==> config.mk <==
export PLATFORM = sky130hd
export DESIGN_NAME = char_lcd_four_bit_command_sequencer
export DESIGN_NICKNAME = d
export VERILOG_FILES = /design/src/rtl/core/lcd4_pkg.sv /design/src/rtl/core/lcd4_bcd.sv /design/src/rtl/core/lcd4_seq.sv /design/src/rtl/core/char_lcd_four_bit_command_sequencer.sv
export SDC_FILE = /design/constraint.sdc
export NUM_CORES = 1
export LEC_CHECK = 0
export BUFFER_PORTS_ARGS = -buffer_cell sky130_fd_sc_hd__buf_2
export CAP_MARGIN = 20
export CORE_MARGIN = 3
export CORE_UTILIZATION = 44
export CTS_BUF_LIST = sky130_fd_sc_hd__clkbuf_4 sky130_fd_sc_hd__clkbuf_8
export CTS_CLUSTER_SIZE = 8
export DETAILED_ROUTE_END_ITERATION = 7
export PLACE_DENSITY = 0.73
export SLEW_MARGIN = 20
export SYNTH_ARGS = -nofsm -noshare
export SYNTH_HDL_FRONTEND = slang
export SYNTH_SLANG_ARGS = --single-unit
==> constraint.sdc <==
create_clock -name clk -period 4.03 [get_ports clk]
set_input_delay 0.2015 -clock clk [delete_from_list [all_inputs] [get_ports clk]]
set_output_delay 0.2015 -clock clk [all_outputs]
set_load 0.1 [all_outputs]
==> src/rtl/core/lcd4_pkg.sv <==
// Shared types, constants and the microcode table of the four-bit LCD sequencer.
`timescale 1ns / 1ps

package lcd4_pkg;

  localparam int NUM_W   = 32;
  localparam int DIGITS  = 10;
  localparam int BCD_W   = DIGITS * 4;
  localparam int PC_W    = 5;
  localparam int CNT_W   = 4;
  localparam int BITCNT_W = 6;

  localparam logic [2:0] CMD_INIT   = 3'd0;
  localparam logic [2:0] CMD_INSTR  = 3'd1;
  localparam logic [2:0] CMD_DATA   = 3'd2;
  localparam logic [2:0] CMD_POS    = 3'd3;
  localparam logic [2:0] CMD_NUMBER = 3'd4;

  localparam logic [1:0] WAIT_NONE = 2'd0;
  localparam logic [1:0] WAIT_45US = 2'd1;
  localparam logic [1:0] WAIT_1MS  = 2'd2;
  localparam logic [1:0] WAIT_2MS  = 2'd3;

  localparam logic [7:0] DDRAM_LINE1 = 8'h80;
  localparam logic [7:0] LINE2_OFFSET = 8'd64;
  localparam logic [7:0] ASCII_ZERO  = 8'd48;

  localparam logic [3:0] FUNC_SET_4BIT = 4'b0010;
  localparam logic [7:0] FUNC_SET_2LINE = 8'b0010_1000;
  localparam logic [7:0] DISPLAY_ON    = 8'b0000_1111;
  localparam logic [7:0] CLEAR_CMD     = 8'h01;
  localparam logic [7:0] ENTRY_MODE    = 8'h06;

  localparam logic [PC_W-1:0] PC_IDLE   = 5'd0;
  localparam logic [PC_W-1:0] PC_INIT   = 5'd1;
  localparam logic [PC_W-1:0] PC_BYTE   = 5'd10;
  localparam logic [PC_W-1:0] PC_POS    = 5'd12;
  localparam logic [PC_W-1:0] PC_CONV   = 5'd14;
  localparam logic [PC_W-1:0] PC_SKIPZ  = 5'd15;
  localparam logic [PC_W-1:0] PC_DIG_HI = 5'd16;
  localparam logic [PC_W-1:0] PC_DIG_LO = 5'd17;

  typedef enum logic [1:0] {
    OP_DISPATCH = 2'd0,
    OP_EMIT     = 2'd1,
    OP_CONV     = 2'd2,
    OP_SKIPZ    = 2'd3
  } op_t;

  typedef enum logic [1:0] {
    SRC_CONST   = 2'd0,
    SRC_BYTE_HI = 2'd1,
    SRC_BYTE_LO = 2'd2,
    SRC_DIGIT   = 2'd3
  } nsrc_t;

  typedef enum logic [1:0] {
    NX_SEQ  = 2'd0,
    NX_IDLE = 2'd1,
    NX_LOOP = 2'd2
  } nxt_t;

  typedef struct packed {
    op_t             op;
    nsrc_t           nsrc;
    logic [3:0]      nib;
    logic            pwr;
    logic [1:0]      settle;
    nxt_t            nxt;
    logic [PC_W-1:0] target;
  } cw_t;

  typedef struct packed {
    logic start;
    logic shift;
  } bcd_ctrl_t;

  typedef struct packed {
    logic       busy;
    logic [3:0] top;
    logic       more;
  } bcd_stat_t;

  typedef struct packed {
    logic       valid;
    logic       rs;
    logic [3:0] nibble;
    logic       pwr;
    logic [1:0] settle;
    logic       last;
  } item_t;

  function automatic cw_t cw_emit(nsrc_t src, logic [3:0] nib, logic pwr,
                                  logic [1:0] settle, nxt_t nxt,
                                  logic [PC_W-1:0] target);
    cw_t w;
    w.op     = OP_EMIT;
    w.nsrc   = src;
    w.nib    = nib;
    w.pwr    = pwr;
    w.settle = settle;
    w.nxt    = nxt;
    w.target = target;
    return w;
  endfunction

  function automatic cw_t cw_ctl(op_t op);
    cw_t w;
    w        = '0;
    w.op     = op;
    w.nsrc   = SRC_CONST;
    w.nxt    = NX_SEQ;
    return w;
  endfunction

  function automatic cw_t lcd4_rom(logic [PC_W-1:0] pc);
    cw_t w;
    unique case (pc)
      5'd0:  w = cw_ctl(OP_DISPATCH);
      5'd1:  w = cw_emit(SRC_CONST, FUNC_SET_4BIT, 1'b1, WAIT_NONE, NX_SEQ, PC_IDLE);
      5'd2:  w = cw_emit(SRC_CONST, FUNC_SET_2LINE[7:4], 1'b0, WAIT_NONE, NX_SEQ, PC_IDLE);
      5'd3:  w = cw_emit(SRC_CONST, FUNC_SET_2LINE[3:0], 1'b0, WAIT_45US, NX_SEQ, PC_IDLE);
      5'd4:  w = cw_emit(SRC_CONST, DISPLAY_ON[7:4], 1'b0, WAIT_NONE, NX_SEQ, PC_IDLE);
      5'd5:  w = cw_emit(SRC_CONST, DISPLAY_ON[3:0], 1'b0, WAIT_45US, NX_SEQ, PC_IDLE);
      5'd6:  w = cw_emit(SRC_CONST, CLEAR_CMD[7:4], 1'b0, WAIT_NONE, NX_SEQ, PC_IDLE);
      5'd7:  w = cw_emit(SRC_CONST, CLEAR_CMD[3:0], 1'b0, WAIT_2MS, NX_SEQ, PC_IDLE);
      5'd8:  w = cw_emit(SRC_CONST, ENTRY_MODE[7:4], 1'b0, WAIT_NONE, NX_SEQ, PC_IDLE);
      5'd9:  w = cw_emit(SRC_CONST, ENTRY_MODE[3:0], 1'b0, WAIT_NONE, NX_IDLE, PC_IDLE);
      5'd10: w = cw_emit(SRC_BYTE_HI, 4'h0, 1'b0, WAIT_NONE, NX_SEQ, PC_IDLE);
      5'd11: w = cw_emit(SRC_BYTE_LO, 4'h0, 1'b0, WAIT_NONE, NX_IDLE, PC_IDLE);
      5'd12: w = cw_emit(SRC_BYTE_HI, 4'h0, 1'b0, WAIT_NONE, NX_SEQ, PC_IDLE);
      5'd13: w = cw_emit(SRC_BYTE_LO, 4'h0, 1'b0, WAIT_1MS, NX_IDLE, PC_IDLE);
      5'd14: w = cw_ctl(OP_CONV);
      5'd15: w = cw_ctl(OP_SKIPZ);
      5'd16: w = cw_emit(SRC_CONST, ASCII_ZERO[7:4], 1'b0, WAIT_NONE, NX_SEQ, PC_IDLE);
      5'd17: w = cw_emit(SRC_DIGIT, 4'h0, 1'b0, WAIT_NONE, NX_LOOP, PC_DIG_HI);
      default: w = cw_ctl(OP_DISPATCH);
    endcase
    return w;
  endfunction

endpackage

==> src/rtl/core/lcd4_bcd.sv <==
// Shift-and-add-3 binary to BCD converter with a most-significant-digit shift out.
`timescale 1ns / 1ps

module lcd4_bcd
  import lcd4_pkg::*;
(
  input  logic             clk,
  input  logic             rst_n,
  input  bcd_ctrl_t        ctrl,
  input  logic [NUM_W-1:0] value,
  output bcd_stat_t        stat
);

  logic [BCD_W-1:0]    digits_r, digits_nxt;
  logic [NUM_W-1:0]    val_r, val_nxt;
  logic [BITCNT_W-1:0] bits_r, bits_nxt;
  logic [CNT_W-1:0]    cnt_r, cnt_nxt;
  logic [BCD_W-1:0]    adj;

  always_comb begin
    for (int d = 0; d < DIGITS; d++) begin
      if (digits_r[d*4 +: 4] >= 4'd5) begin
        adj[d*4 +: 4] = digits_r[d*4 +: 4] + 4'd3;
      end else begin
        adj[d*4 +: 4] = digits_r[d*4 +: 4];
      end
    end
  end

  always_comb begin
    digits_nxt = digits_r;
    val_nxt    = val_r;
    bits_nxt   = bits_r;
    cnt_nxt    = cnt_r;
    if (ctrl.start) begin
      digits_nxt = '0;
      val_nxt    = value;
      bits_nxt   = BITCNT_W'(NUM_W);
      cnt_nxt    = CNT_W'(DIGITS);
    end else if (bits_r != '0) begin
      digits_nxt = {adj[BCD_W-2:0], val_r[NUM_W-1]};
      val_nxt    = {val_r[NUM_W-2:0], 1'b0};
      bits_nxt   = bits_r - 1'b1;
    end else if (ctrl.shift) begin
      digits_nxt = {digits_r[BCD_W-5:0], 4'h0};
      cnt_nxt    = cnt_r - 1'b1;
    end
  end

  always_ff @(posedge clk) begin
    if (!rst_n) begin
      bits_r <= '0;
    end else begin
      bits_r <= bits_nxt;
    end
  end

  always_ff @(posedge clk) begin
    digits_r <= digits_nxt;
    val_r    <= val_nxt;
    cnt_r    <= cnt_nxt;
  end

  assign stat.busy = (bits_r != '0);
  assign stat.top  = digits_r[BCD_W-1 -: 4];
  assign stat.more = (cnt_r > CNT_W'(1));

endmodule

==> src/rtl/core/lcd4_seq.sv <==
// Microcode sequencer: step counter, request capture and nibble selection.
`timescale 1ns / 1ps

module lcd4_seq
  import lcd4_pkg::*;
#(
  parameter int COLUMNS_PER_LINE = 16
) (
  input  logic       clk,
  input  logic       rst_n,
  input  logic       in_valid,
  input  logic [2:0] in_command,
  input  logic [7:0] in_byte_value,
  input  logic [7:0] in_line_number,
  input  logic [7:0] in_column_number,
  output logic       idle,
  input  logic       out_ready,
  input  bcd_stat_t  bstat,
  output bcd_ctrl_t  bctrl,
  output item_t      item
);

  logic [PC_W-1:0] pc_r, pc_nxt;
  logic [7:0]      byte_r, byte_nxt;
  logic            rs_r, rs_nxt;
  cw_t             cw;
  logic            accept;
  logic            emit_go;
  logic            col_ok;
  logic [7:0]      pos_addr;

  assign cw     = lcd4_rom(pc_r);
  assign idle   = (cw.op == OP_DISPATCH);
  assign accept = idle && in_valid;
  assign emit_go = (cw.op == OP_EMIT) && out_ready;

  always_comb begin
    col_ok   = (in_column_number >= 8'd1) &&
               (in_column_number <= 8'(COLUMNS_PER_LINE));
    pos_addr = DDRAM_LINE1;
    if (col_ok && in_line_number == 8'd1) begin
      pos_addr = DDRAM_LINE1 + in_column_number - 8'd1;
    end else if (col_ok && in_line_number == 8'd2) begin
      pos_addr = DDRAM_LINE1 + LINE2_OFFSET + in_column_number - 8'd1;
    end
  end

  always_comb begin
    pc_nxt      = pc_r;
    byte_nxt    = byte_r;
    rs_nxt      = rs_r;
    bctrl.start = 1'b0;
    bctrl.shift = 1'b0;
    unique case (cw.op)
      OP_DISPATCH: begin
        if (accept) begin
          rs_nxt = (in_command == CMD_DATA) || (in_command == CMD_NUMBER);
          unique case (in_command)
            CMD_INIT: pc_nxt = PC_INIT;
            CMD_INSTR, CMD_DATA: begin
              pc_nxt   = PC_BYTE;
              byte_nxt = in_byte_value;
            end
            CMD_POS: begin
              pc_nxt   = PC_POS;
              byte_nxt = pos_addr;
            end
            CMD_NUMBER: begin
              pc_nxt      = PC_CONV;
              bctrl.start = 1'b1;
            end
            default: pc_nxt = PC_IDLE;
          endcase
        end
      end
      OP_CONV: begin
        if (!bstat.busy) begin
          pc_nxt = pc_r + 1'b1;
        end
      end
      OP_SKIPZ: begin
        if (bstat.top == 4'h0 && bstat.more) begin
          bctrl.shift = 1'b1;
        end else begin
          pc_nxt = pc_r + 1'b1;
        end
      end
      OP_EMIT: begin
        if (emit_go) begin
          unique case (cw.nxt)
            NX_SEQ:  pc_nxt = pc_r + 1'b1;
            NX_LOOP: begin
              if (bstat.more) begin
                pc_nxt      = cw.target;
                bctrl.shift = 1'b1;
              end else begin
                pc_nxt = PC_IDLE;
              end
            end
            default: pc_nxt = PC_IDLE;
          endcase
        end
      end
      default: pc_nxt = PC_IDLE;
    endcase
  end

  always_comb begin
    item.valid  = emit_go;
    item.rs     = rs_r;
    item.pwr    = cw.pwr;
    item.settle = cw.settle;
    item.last   = (cw.nxt == NX_IDLE) || (cw.nxt == NX_LOOP && !bstat.more);
    unique case (cw.nsrc)
      SRC_CONST:   item.nibble = cw.nib;
      SRC_BYTE_HI: item.nibble = byte_r[7:4];
      SRC_BYTE_LO: item.nibble = byte_r[3:0];
      SRC_DIGIT:   item.nibble = bstat.top;
      default:     item.nibble = cw.nib;
    endcase
  end

  always_ff @(posedge clk) begin
    if (!rst_n) begin
      pc_r <= PC_IDLE;
    end else begin
      pc_r <= pc_nxt;
    end
  end

  always_ff @(posedge clk) begin
    byte_r <= byte_nxt;
    rs_r   <= rs_nxt;
  end

endmodule

==> src/rtl/core/char_lcd_four_bit_command_sequencer.sv <==
// Top level of the four-bit character LCD command sequencer.
//
//   channel | direction | handshake          | payload
//   in_     | input     | in_valid/in_stall   | command, byte, number, line, column
//   out_    | output    | out_valid/out_stall | rs, nibble, waits, last flag
//
// One request at a time; in_stall is high from acceptance until its last nibble
// has been moved into the output register.
// Byte and position requests send two nibbles, init nine; a number request passes through
// dispatch, the bit-serial BCD step, a skip step that drops leading zeros (up to 9),
// then two nibbles per digit. out_stall holds an emit step while the output register is full.
// Reset is synchronous and clears the step counter, the BCD bit counter and the output valid flag.
`timescale 1ns / 1ps

module char_lcd_four_bit_command_sequencer
  import lcd4_pkg::*;
#(
  parameter int COLUMNS_PER_LINE = 16
) (
  input  logic        clk,
  input  logic        rst_n,
  input  logic        in_valid,
  output logic        in_stall,
  input  logic [2:0]  in_command,
  input  logic [7:0]  in_byte_value,
  input  logic [31:0] in_number_value,
  input  logic [7:0]  in_line_number,
  input  logic [7:0]  in_column_number,
  output logic        out_valid,
  input  logic        out_stall,
  output logic        out_register_select,
  output logic [3:0]  out_nibble,
  output logic        out_power_up_wait,
  output logic [1:0]  out_settle_wait,
  output logic        out_last_transfer
);

  logic      idle;
  logic      out_ready;
  bcd_ctrl_t bctrl;
  bcd_stat_t bstat;
  item_t     item;
  logic      out_valid_r, out_valid_nxt;
  item_t     out_item_r;

  assign in_stall  = !idle;
  assign out_ready = !out_valid_r || !out_stall;

  lcd4_seq #(
    .COLUMNS_PER_LINE(COLUMNS_PER_LINE)
  ) u_seq (
    .clk             (clk),
    .rst_n           (rst_n),
    .in_valid        (in_valid),
    .in_command      (in_command),
    .in_byte_value   (in_byte_value),
    .in_line_number  (in_line_number),
    .in_column_number(in_column_number),
    .idle            (idle),
    .out_ready       (out_ready),
    .bstat           (bstat),
    .bctrl           (bctrl),
    .item            (item)
  );

  lcd4_bcd u_bcd (
    .clk  (clk),
    .rst_n(rst_n),
    .ctrl (bctrl),
    .value(in_number_value),
    .stat (bstat)
  );

  always_comb begin
    out_valid_nxt = out_valid_r;
    if (item.valid) begin
      out_valid_nxt = 1'b1;
    end else if (!out_stall) begin
      out_valid_nxt = 1'b0;
    end
  end

  always_ff @(posedge clk) begin
    if (!rst_n) begin
      out_valid_r <= 1'b0;
    end else begin
      out_valid_r <= out_valid_nxt;
    end
  end

  always_ff @(posedge clk) begin
    if (item.valid) begin
      out_item_r <= item;
    end
  end

  assign out_valid           = out_valid_r;
  assign out_register_select = out_item_r.rs;
  assign out_nibble          = out_item_r.nibble;
  assign out_power_up_wait   = out_item_r.pwr;
  assign out_settle_wait     = out_item_r.settle;
  assign out_last_transfer   = out_item_r.last;

endmodule

After elaboration in Yosys (flattened, before gate mapping). Memory sizes are Yosys's and may differ from the RTL's. A register that Yosys moved wholly into a read port is not among the register bits. Index checks and enable logic that the tools add are counted. Widths: inputs -> output; s select.

ROM bits: 448. Output and inout bits: 11. Register bits after elaboration: 106. Word-level logic and storage cells: 135. Memories: 1. Bits of input ports: 63.

Equality and inequality tests: 19. Bitwise logic cells: 2. Multiplexer cells: 40. Add/subtract/negate cells: 17. Order comparisons: 13. Reductions and logical operators: 29.

Memories: (name not given) (depth 32, width 14, rd ports 1, clocked after Yosys merged registers in 1, wr ports 0, RTL line lcd4_pkg.sv:118) `unique case (pc)`.

Operators by type and width (count): $mux 40 (2); $mux 32 (2); $ge 4x3->1 const B (10); $add 4x2->4 const B (9); $mux 4 (9); $mux 5 (7); $pmux 4 s4 (2); $pmux 5 s4 (1); $add 8x8->8 const A (2); $mux 8 (2); $pmux 8 s2 (1); $sub 8x1->8 const B (2); $mux 6 (2); $eq 2x2->1 const B (5); $pmux 5 s2 (1); $mux 1 (9); $eq 8x1->1 const B (1); $eq 8x2->1 const B (1); $ge 8x1->1 const B (1); $le 8x5->1 const B (1); $logic_and 1x1->1 (7); $eq 2x1->1 const B (3); $eq 3x2->1 const B (2); $logic_not 2->1 (3); other kinds (22) (35).

Longest topological paths before layout. Gate-level depths: netlist of the first run.

Word-level depth: 7. Depth in mapped cells: 12. Gate-level depth less buffers: 11.

Hierarchy. A second synthesis of the first run with hierarchy kept.

Cells, all modules: 644. Area, all modules: 6672.6 µm².

Modules (own cells, without submodules): lcd4_bcd (times used 1, cells an instance 423, area an instance 4484.3 µm², seq. area each 1961.9 µm²); lcd4_seq (times used 1, cells an instance 207, area an instance 1879.3 µm², seq. area each 630.6 µm²); char_lcd_four_bit_command_sequencer (times used 1, cells an instance 14, area an instance 309.0 µm², seq. area each 290.3 µm²).

Worst setup path before layout of the first run. OpenSTA, ideal clock, no wires.

Path type: reg2reg. From: reg, netlist name u_seq.cw[17]. To: reg, netlist name u_seq.cw[11]. Library setup time: 127 ps. Slack: 1079 ps. Data required time: 3903 ps. Data arrival time: 2824 ps. Path buffers: 1. Stages on the path, launching flop included: 11. Cells stage by stage: dfxtp_1 -> nor2_1 -> inv_1 -> o22a_1 -> and3_1 -> buf_6 -> a211oi_1 -> inv_1 -> ha_1 -> mux2i_1 -> o211ai_1.

Cells in the longest elaborated chain, start to end: 6. Elaborated cells between the ends (all ways): 14.

RTL lines (RTL line): $eq 2x1->1 or $logic_not 2->1 (tied branches) (lcd4_seq.sv:35, lcd4_seq.sv:54, lcd4_seq.sv:33); $logic_and 1x1->1, on equally long branches (lcd4_seq.sv:35, lcd4_seq.sv:34); $ne 2x1->1 (no source line); $reduce_and 4->1 (no source line); $mux 5 (no source line) * (2 in a row).

Mark *: on every way between the ends. The rest lies on a longest branch, timed or not. A chain may end at the register's enable or synchronous reset.

Worst setup path in the final report of the first run.
From: reg u_bcd.cnt_r[0]. To: reg, netlist name u_seq.cw[11].

Cells in the longest elaborated chain, start to end: 7. Elaborated cells between the ends (all ways): 10.

RTL lines: from (decl) (RTL line lcd4_bcd.sv:17) `logic [CNT_W-1:0] cnt_r, cnt_nxt;`; from (signal assigned) (RTL line lcd4_bcd.sv:61) `cnt_r <= cnt_nxt;`; $gt 4x1->1 * (RTL line lcd4_bcd.sv:66) `assign stat.more = (cnt_r > CNT_W'(1));`; $mux 5 (RTL line lcd4_seq.sv:93) `if (bstat.more) begin`; $pmux 5 s2 (RTL line lcd4_seq.sv:90) `unique case (cw.nxt)`; $mux 5 (RTL line lcd4_seq.sv:89) `if (emit_go) begin`; $pmux 5 s4 (RTL line lcd4_seq.sv:54) `unique case (cw.op)`; $mux 5 (no source line) * (2 in a row).

Mark *: on every way between the ends. The rest lies on a longest branch, timed or not. The select of a mux whose other input is x is not followed.

==> results of run 1 <==
## registers in the layout, summed over array words and instances, names as in the netlist
name / cells
u_bcd.digits_r: 40
u_bcd.val_r: 32
u_seq.cw: 13
u_seq.byte_r: 8
u_bcd.bits_r: 6
u_seq.pc_r: 5
out_nibble: 4
u_bcd.cnt_r: 4
out_settle_wait: 2
out_last_transfer: 1
out_power_up_wait: 1
out_register_select: 1
out_valid: 1
u_seq.rs_r: 1
## power by group
| part | total, mW | internal [mW] | switching [mW] | leakage (nW) |
|---|---|---|---|---|
| Combinational | 3.04 | 1.13 | 1.90 | 1.79 |
| Clock | 1.06 | 0.551 | 0.509 | 0.185 |
| Sequential | 2.34 | 1.94 | 0.399 | 1.07 |
| Total | 6.43 | 3.62 | 2.81 | 3.05 |
## layout by cell type (no fill, tap or decap), types with 5 or more instances in the layout
| cell type | n |
|---|---|
| sky130_fd_sc_hd__o211ai_1 | 10 |
| sky130_fd_sc_hd__dfxtp_1 | 69 |
| sky130_fd_sc_hd__inv_1 | 35 |
| sky130_fd_sc_hd__edfxtp_1 | 50 |
| sky130_fd_sc_hd__o21ai_0 | 30 |
| sky130_fd_sc_hd__mux2i_1 | 17 |
| sky130_fd_sc_hd__xor2_1 | 5 |
| sky130_fd_sc_hd__nor2_1 | 42 |
| sky130_fd_sc_hd__buf_2 | 73 |
| sky130_fd_sc_hd__xnor2_1 | 20 |
| sky130_fd_sc_hd__a32oi_1 | 9 |
| sky130_fd_sc_hd__nor3_1 | 17 |
| sky130_fd_sc_hd__a21oi_1 | 56 |
| sky130_fd_sc_hd__nor3b_1 | 10 |
| sky130_fd_sc_hd__nand2b_1 | 15 |
| sky130_fd_sc_hd__or3_1 | 6 |
| sky130_fd_sc_hd__ha_1 | 33 |
| sky130_fd_sc_hd__a211oi_1 | 39 |
| sky130_fd_sc_hd__nand3_1 | 8 |
| sky130_fd_sc_hd__nand2_1 | 129 |
| sky130_fd_sc_hd__buf_4 | 6 |
| sky130_fd_sc_hd__clkbuf_8 | 17 |
## area by class of cell
cell class / count / area [sq um]
Clock buffer: 17 / 234
Clock inverter: 15 / 154
Fill cell: 1281 / 6730
Inverter: 36 / 135
Multi-Input combinational cell: 506 / 3250
Sequential cell: 119 / 2880
Tap cell: 180 / 225
Timing Repair Buffer: 81 / 430
## worst reg2reg max path, cell delays in order (launching register included)
cell	delay (ns)
sky130_fd_sc_hd__dfxtp_1	0.39
sky130_fd_sc_hd__inv_1	0.06
sky130_fd_sc_hd__ha_1	0.21
sky130_fd_sc_hd__or2_1	0.26
sky130_fd_sc_hd__a211o_1	0.37
sky130_fd_sc_hd__and3_1	0.34
sky130_fd_sc_hd__a211oi_1	0.70
sky130_fd_sc_hd__inv_1	0.15
sky130_fd_sc_hd__ha_1	0.34
sky130_fd_sc_hd__mux2i_1	0.15
sky130_fd_sc_hd__o211ai_1	0.10
## repair_timing
| action | CTS | global route |
|---|---|---|
| setup endpoints to repair | 0 | 0 |
| resized for setup | 0 | 0 |
| endpoints found under the hold margin | 2 | 0 |
| hold buffers | 2 | 0 |
## worst paths after layout
check	startpoint	to	slack (ns)	cells after the start
worst min-delay path	in_number_value[18]	u_bcd.val_r[18]	0.03	3
worst max register to register	u_bcd.cnt_r[0]	u_seq.cw[11]	0.83	10
worst max-delay path	u_bcd.cnt_r[0]	u_seq.cw[11]	0.83	10
worst min register to register	u_seq.cw[9]	out_power_up_wait	0.41	0
## cells by family after synthesis
| group | Yosys count | synth area share, % |
|---|---|---|
| compound gates | 167 | 17.4 |
| xor+xnor | 25 | 3.42 |
| fa+ha+maj | 33 | 6.46 |
| buf+inv | 68 | 4.36 |
| flops | 119 | 45.1 |
| mux | 21 | 4.07 |
| simple gates | 260 | 19.2 |
## metal layers
metal  part of all wire [%]  wire [um]  track usage [%]  vias up
met5                      0          0                0        -
met4                    1.2        157             5.68        0
met3                    3.1        420             3.58       12
met2                     48       6420             26.7       95
met1                     48       6390             22.7     2385
li1                       -          -                -     2598
==> results.md, run 1 <==
* Result of the run: complete, no violations
* RSZ-0062 raised after global routing: false
* Top post-synthesis cells by area: sky130_fd_sc_hd__edfxtp_1 23%, sky130_fd_sc_hd__dfxtp_1 22%, sky130_fd_sc_hd__nand2_1 7.6%, sky130_fd_sc_hd__ha_1 6.5%, sky130_fd_sc_hd__a211oi_1 4.6%
* Clock slew at the register clock pins of the worst setup and hold paths at about 0.08 ns
* Ratio of cells with drive above 1 in the final layout at 16.7%
* Wirelength per Cell at 14.0 um
* Final Hold Fails at 0
* Ports at 74
* Number of nets with antenna violations after routing at 0
* Proportion of synthesized flip-flops having asynchronous set or reset at 0%
* Yosys warning total at 0
* Final hold slack at about 0.028 ns
* First-pass GRT wire length at 22100 um
* Starting density of the core at ~46%
* Path type of the worst setup path: reg2reg
* Number of diodes at 0
* Initial antenna violation count at 0
* Largest area contributor in the synthesized netlist: sky130_fd_sc_hd__edfxtp_1
* Number of max-slew violations in the final report at 0
* Vias/cell at 5.34
* # setup viols final at 0
* Critical-path top delay cell: sky130_fd_sc_hd__a211oi_1
* Buffers inserted by post-CTS timing repair at 0
* Clock Sink Count at roughly 120
* Summed area of non-filler cells in the final layout at 7310 sq um
* Headroom to the max-slew limit at 35.4%
* Area share of the leading cell type in the synthesized netlist at between 20% and 30%
* # nets final at 857
* Buffer levels on the longest clock path at 2
* Most numerous cell in the Yosys netlist: sky130_fd_sc_hd__nand2_1
* Final total negative setup slack at 0 ns
* Placeable core region at around 14000 sq um
* Final routed DRC violation total at 0
* Distinct cell type count of the synthesized netlist at between 50 and 60
* Synth Instances at 693
* Synth Net Count at 789
* PnR Total Power at between 6 and 7 mW
* H-tree depth at 4
* Post-synthesis sequential area ratio at 45.1%
* Worst slew pin tran at ~0.97 ns
* Post-Route Skew at between 0.01 and 0.015 ns
* Max-cap check violation count at 0
* Number of violations reported at the end of detailed-routing iteration 0 at 357
* Number of rows created at floorplan at 43
* Vias in the first global route at 4699
* Non-filler cells in the finished layout at 954
* Fraction of the cycle the final worst path needs at between 70 and 80%
* Pin count of the biggest net entering global routing at 75
* Cell at the root of the clock tree: sky130_fd_sc_hd__clkbuf_8
* Main synth FF type: sky130_fd_sc_hd__dfxtp_1
* Global placer's final weighted congestion at 0.836
* Total leakage power at 3.05 nW
* Height of the chip at 127 um
* Kind of cell with the highest combined delay on the critical path: compound AO/OA/AOI/OAI gates
* Placed cell areas at roughly 6900 sq um
* DP Cell Count at 920
* Area of the mapped netlist at 6400 sq um
* Register bit count reported by yosys at roughly 120
* CTS tree: built
* Count of TritonRoute iterations in the first routing pass at 5
* Area added between synthesis and finish at 14.3%
* Clock latency on the worst-skew pair at 0.43 ns
* Overall die width at 127 um
* Worst EP required at 4.33 ns
* Total wirelength of the detailed-routed design at 13400 um
* Number of buffers added on ports at 73
* Power density of the placed cells at just under 900 nW/um^2
* Global Route Usage Sum at between 10% and 20%
* GRT Residual Overflow at 0
* Critical path endpoint category: register
* Number of buffer and inverter stages on the critical path at 2
* Arr. time, crit path at between 3 and 4 ns
* CTS buffer count at 17
* Final cell utilization of the core at between 50% and 60%
* Clock period minus worst slack at 3.20 ns
* Top achievable clock speed at 312 MHz
* Final HPWL from detailed placement at 8870 um
* Fin worst setup slack at slightly above 0.8 ns
* Vias post-DR at 5090
* Sequence of cells on the critical path: inv_1, ha_1, or2_1, a211o_1, and3_1, a211oi_1, inv_1, ha_1, mux2i_1, o211ai_1
* Worst slack at placement at around 0.85 ns
* Worst Path Max Fanout at 7
* Most instantiated cells after synthesis: 130 x sky130_fd_sc_hd__nand2_1, 69 x sky130_fd_sc_hd__dfxtp_1, 56 x sky130_fd_sc_hd__a21oi_1, 50 x sky130_fd_sc_hd__edfxtp_1, 43 x sky130_fd_sc_hd__nor2_1
* Overall die area at about 16000 sq um
* EDFF count, synth at 50
* Maximum vdd ir drop at 0.610 mV
* Delay of the slowest cell on the worst path at roughly 0.7 ns
* Nature of the critical path startpoint: register
* Class of the tightest hold or removal check: in2reg
* Post-Syn Area per Cell at 9.23 sq um
(Power assumes the default switching activity.)
==> run 2: changes to the inputs <==
- clock period: 4.03 -> 3.22 ns (I/O delays scaled with it)
==> results.md, run 2 (synthesis gave the netlist of run 1 again) <==
* Number of nets with antenna violations after routing at 0 (unchanged)
* Final HPWL from detailed placement at 8990 um (+1.4%)
* Total wirelength of the detailed-routed design at 14300 um (+6.5%)
* Critical path endpoint category: register
* Psw at 3.50 mW (+24%)
* Pin count of the biggest net entering global routing at 64 (-15%)
* Commonest non-fill, non-tap cells in the layout: 130 x sky130_fd_sc_hd__nand2_1, 73 x sky130_fd_sc_hd__buf_2, 69 x sky130_fd_sc_hd__dfxtp_1
* Clock power frac at 18.0% (+1.5 points)
* Starting density of the core at 45.5% (unchanged)
* # nets final at 895 (+4.4%)
* Count of TritonRoute iterations in the first routing pass at 5 (unchanged)
* Worst EP required at 3.54 ns (-0.79 ns)
* Buffers inserted by post-CTS timing repair at 0 (unchanged)
* Number of buffers added on ports at 73 (unchanged)
* Global Route Usage Sum at 18.5% (+1.8 points)
* Switching share of total power at 42.3% (-1.4 points)
* Fin worst setup slack at 0.287 ns (-0.540 ns)
* Initial antenna violation count at 1 (+1)
* Most flops, register: u_bcd.digits_r
* Post-Route Skew at 0.0108 ns (+0.0000985 ns)
* Height of the chip at 127 um (unchanged)
* Top achievable clock speed at 341 MHz (+9.2%)
* Path type of the worst setup path: reg2reg
* Global placer's final weighted congestion at 0.911 (+9.0%)
* Overall die area at 16000 sq um (unchanged)
* Placeable core region at 14000 sq um (unchanged)
* Portion of total power attributed to sequential cells at 35.5% (-0.8 points)
* RSZ-0062 raised after global routing: false
* Number of max-slew violations in the final report at 0 (unchanged)
* Cell count of the worst hold path at 3 (unchanged)
* Area taken by multi-input logic gates at 3250 sq um (about the same)
* Worst slew pin tran at 0.999 ns (+0.0330 ns)
* Number of inserted filler cells in the final layout at 1223 (-4.5%)
* Maximum vdd ir drop at 0.652 mV (+6.9%)
* Clock latency on the worst-skew pair at 0.44 ns (about the same)
* Wirelength per Cell at 14.4 um (+2.3%)
* Vias in the first global route at 5073 (+8.0%)
* CTS tree: built
* GRT Residual Overflow at 0 (unchanged)
* Number of violations reported at the end of detailed-routing iteration 0 at 355 (-0.56%)
* Nature of the critical path startpoint: register
* Logic pwr share at 46.5% (-0.7 points)
* Arr. time, crit path at 3.25 ns (-0.26 ns)
* Worst slack at placement at 0.229 ns (-0.621 ns)
* Headroom to the max-slew limit at 33.2% (-2.2 points)
* Result of the run: complete, no violations
* Area added between synthesis and finish at 21.0%
* Class of the tightest hold or removal check: in2reg
* Cell at the root of the clock tree: sky130_fd_sc_hd__clkbuf_8
* Worst Path Max Fanout at 7 (unchanged)
* Clock period minus worst slack at 2.93 ns (-0.270 ns)
* Overall die width at 127 um (unchanged)
* Vias post-DR at 5239 (+2.9%)
* Final routed DRC violation total at 0 (unchanged)
* Most common cell after layout, fill and taps aside: sky130_fd_sc_hd__nand2_1
* Max-cap check violation count at 0 (unchanged)
* First-pass GRT wire length at 24300 um (+9.6%)
* Final total negative setup slack at 0 ns (unchanged)
* Sequential standard cell area at 2880 sq um (unchanged)
* Ports at 74 (unchanged)
* Number of flip-flops under the largest register name at 40 (unchanged)
* Clock Sink Count at 119 (unchanged)
* # setup viols final at 0 (unchanged)
* Internal cell power at 4.77 mW (+32%)
* Ratio of cells with drive above 1 in the final layout at 16.5% (-0.16 points)
* Vias/cell at 5.28 (-1.1%)
* H-tree depth at 4 (unchanged)
* Final Hold Fails at 0 (unchanged)
* CTS buffer count at 17 (unchanged)
* Worst Reg2Reg Path Length in Cells at 11 (+1)
* Total leakage power at 3.25 nW (+6.5%)
* Power density of the placed cells at 1070 nW/um^2 (+21%)
* Number of rows created at floorplan at 43 (unchanged)
* Fraction of the cycle the final worst path needs at 91.1% (+12 points)
* Clock slew at the register clock pins of the worst setup and hold paths at 0.07 ns (about the same)
* Buffer levels on the longest clock path at 2 (unchanged)
## run 2: changes by cell type in the layout (fill, tap and decap cells not counted), sizes merged
cell	previous run	this run
clkinvlp	4	2
bufinv	2	4
buf	79	82
inv	38	35
diode	0	1
clkbuf	17	20
dlygate4sd3	2	37
## run 2: what timing repair did
action                                  4_1_cts  5_1_grt
hold buffers                                 37        0
endpoints found under the setup margin        0        3
endpoints found under the hold margin        37        0
resized for setup                             0        1
## run 2: stage by stage
stage / hold slack (ns) / power [mW] / utilization [%] / cell area (sq um) / std cells
global placement: 0.388 / 6.68 / 49.3 / 6920 / 923
finish: 0.0410 / 8.26 / 55.1 / 7740 / 993
global route: 0.0163 / 8.96 / 55.1 / 7740 / 993
CTS: 0.00448 / 8.31 / 55.1 / 7730 / 992
detailed placement: 0.389 / 6.75 / 49.3 / 6920 / 923
floorplan: 0.328 / 5.95 / - / 6400 / 693
## run 2: layer usage
metal	vias to the layer above	GRT usage, %	share of wire (%)
li1	2672	-	-
met1	2464	24.9	47
met2	88	28.7	49
met3	15	3.92	3.1
met4	0	8.20	1.5
met5	-	0	0
## run 2: layout make-up
type                       count  area share (%)
multi-input combinational    506            42.0
antenna                        1          0.0323
sequential                   119            37.3
clock inverter                12            2.28
timing repair buffer         119            10.4
clock buffer                  20            3.40
tap                          180            2.91
inverter                      36            1.75
## run 2: power by group through the flow
stage               logic (mW)  clock network [mW]  registers [mW]
floorplan                 2.72                   0            3.23
global placement          3.74                   0            2.94
detailed placement        3.79                   0            2.96
CTS                       3.86                1.52            2.93
global route              4.33                1.60            3.03
finish                    3.84                1.49            2.93
## run 2: path summary, 6_finish.rpt
kind | start | endpoint | slack (ns)
max | u_bcd.cnt_r[0] | u_seq.cw[11] | 0.29
min | in_byte_value[3] | u_seq.byte_r[3] | 0.04
max reg2reg | u_bcd.cnt_r[0] | u_seq.cw[11] | 0.29
min reg2reg | u_seq.cw[7] | out_settle_wait[0] | 0.41
## run 2: critical path: stages (launching register included)
cell,delay (ns)
sky130_fd_sc_hd__dfxtp_1,0.39
sky130_fd_sc_hd__inv_1,0.06
sky130_fd_sc_hd__ha_1,0.20
sky130_fd_sc_hd__or2_1,0.26
sky130_fd_sc_hd__a211o_1,0.37
sky130_fd_sc_hd__and3_2,0.31
sky130_fd_sc_hd__mux2i_1,0.18
sky130_fd_sc_hd__nor2_1,0.34
sky130_fd_sc_hd__inv_1,0.15
sky130_fd_sc_hd__ha_1,0.30
sky130_fd_sc_hd__mux2i_1,0.15
sky130_fd_sc_hd__o211ai_1,0.09
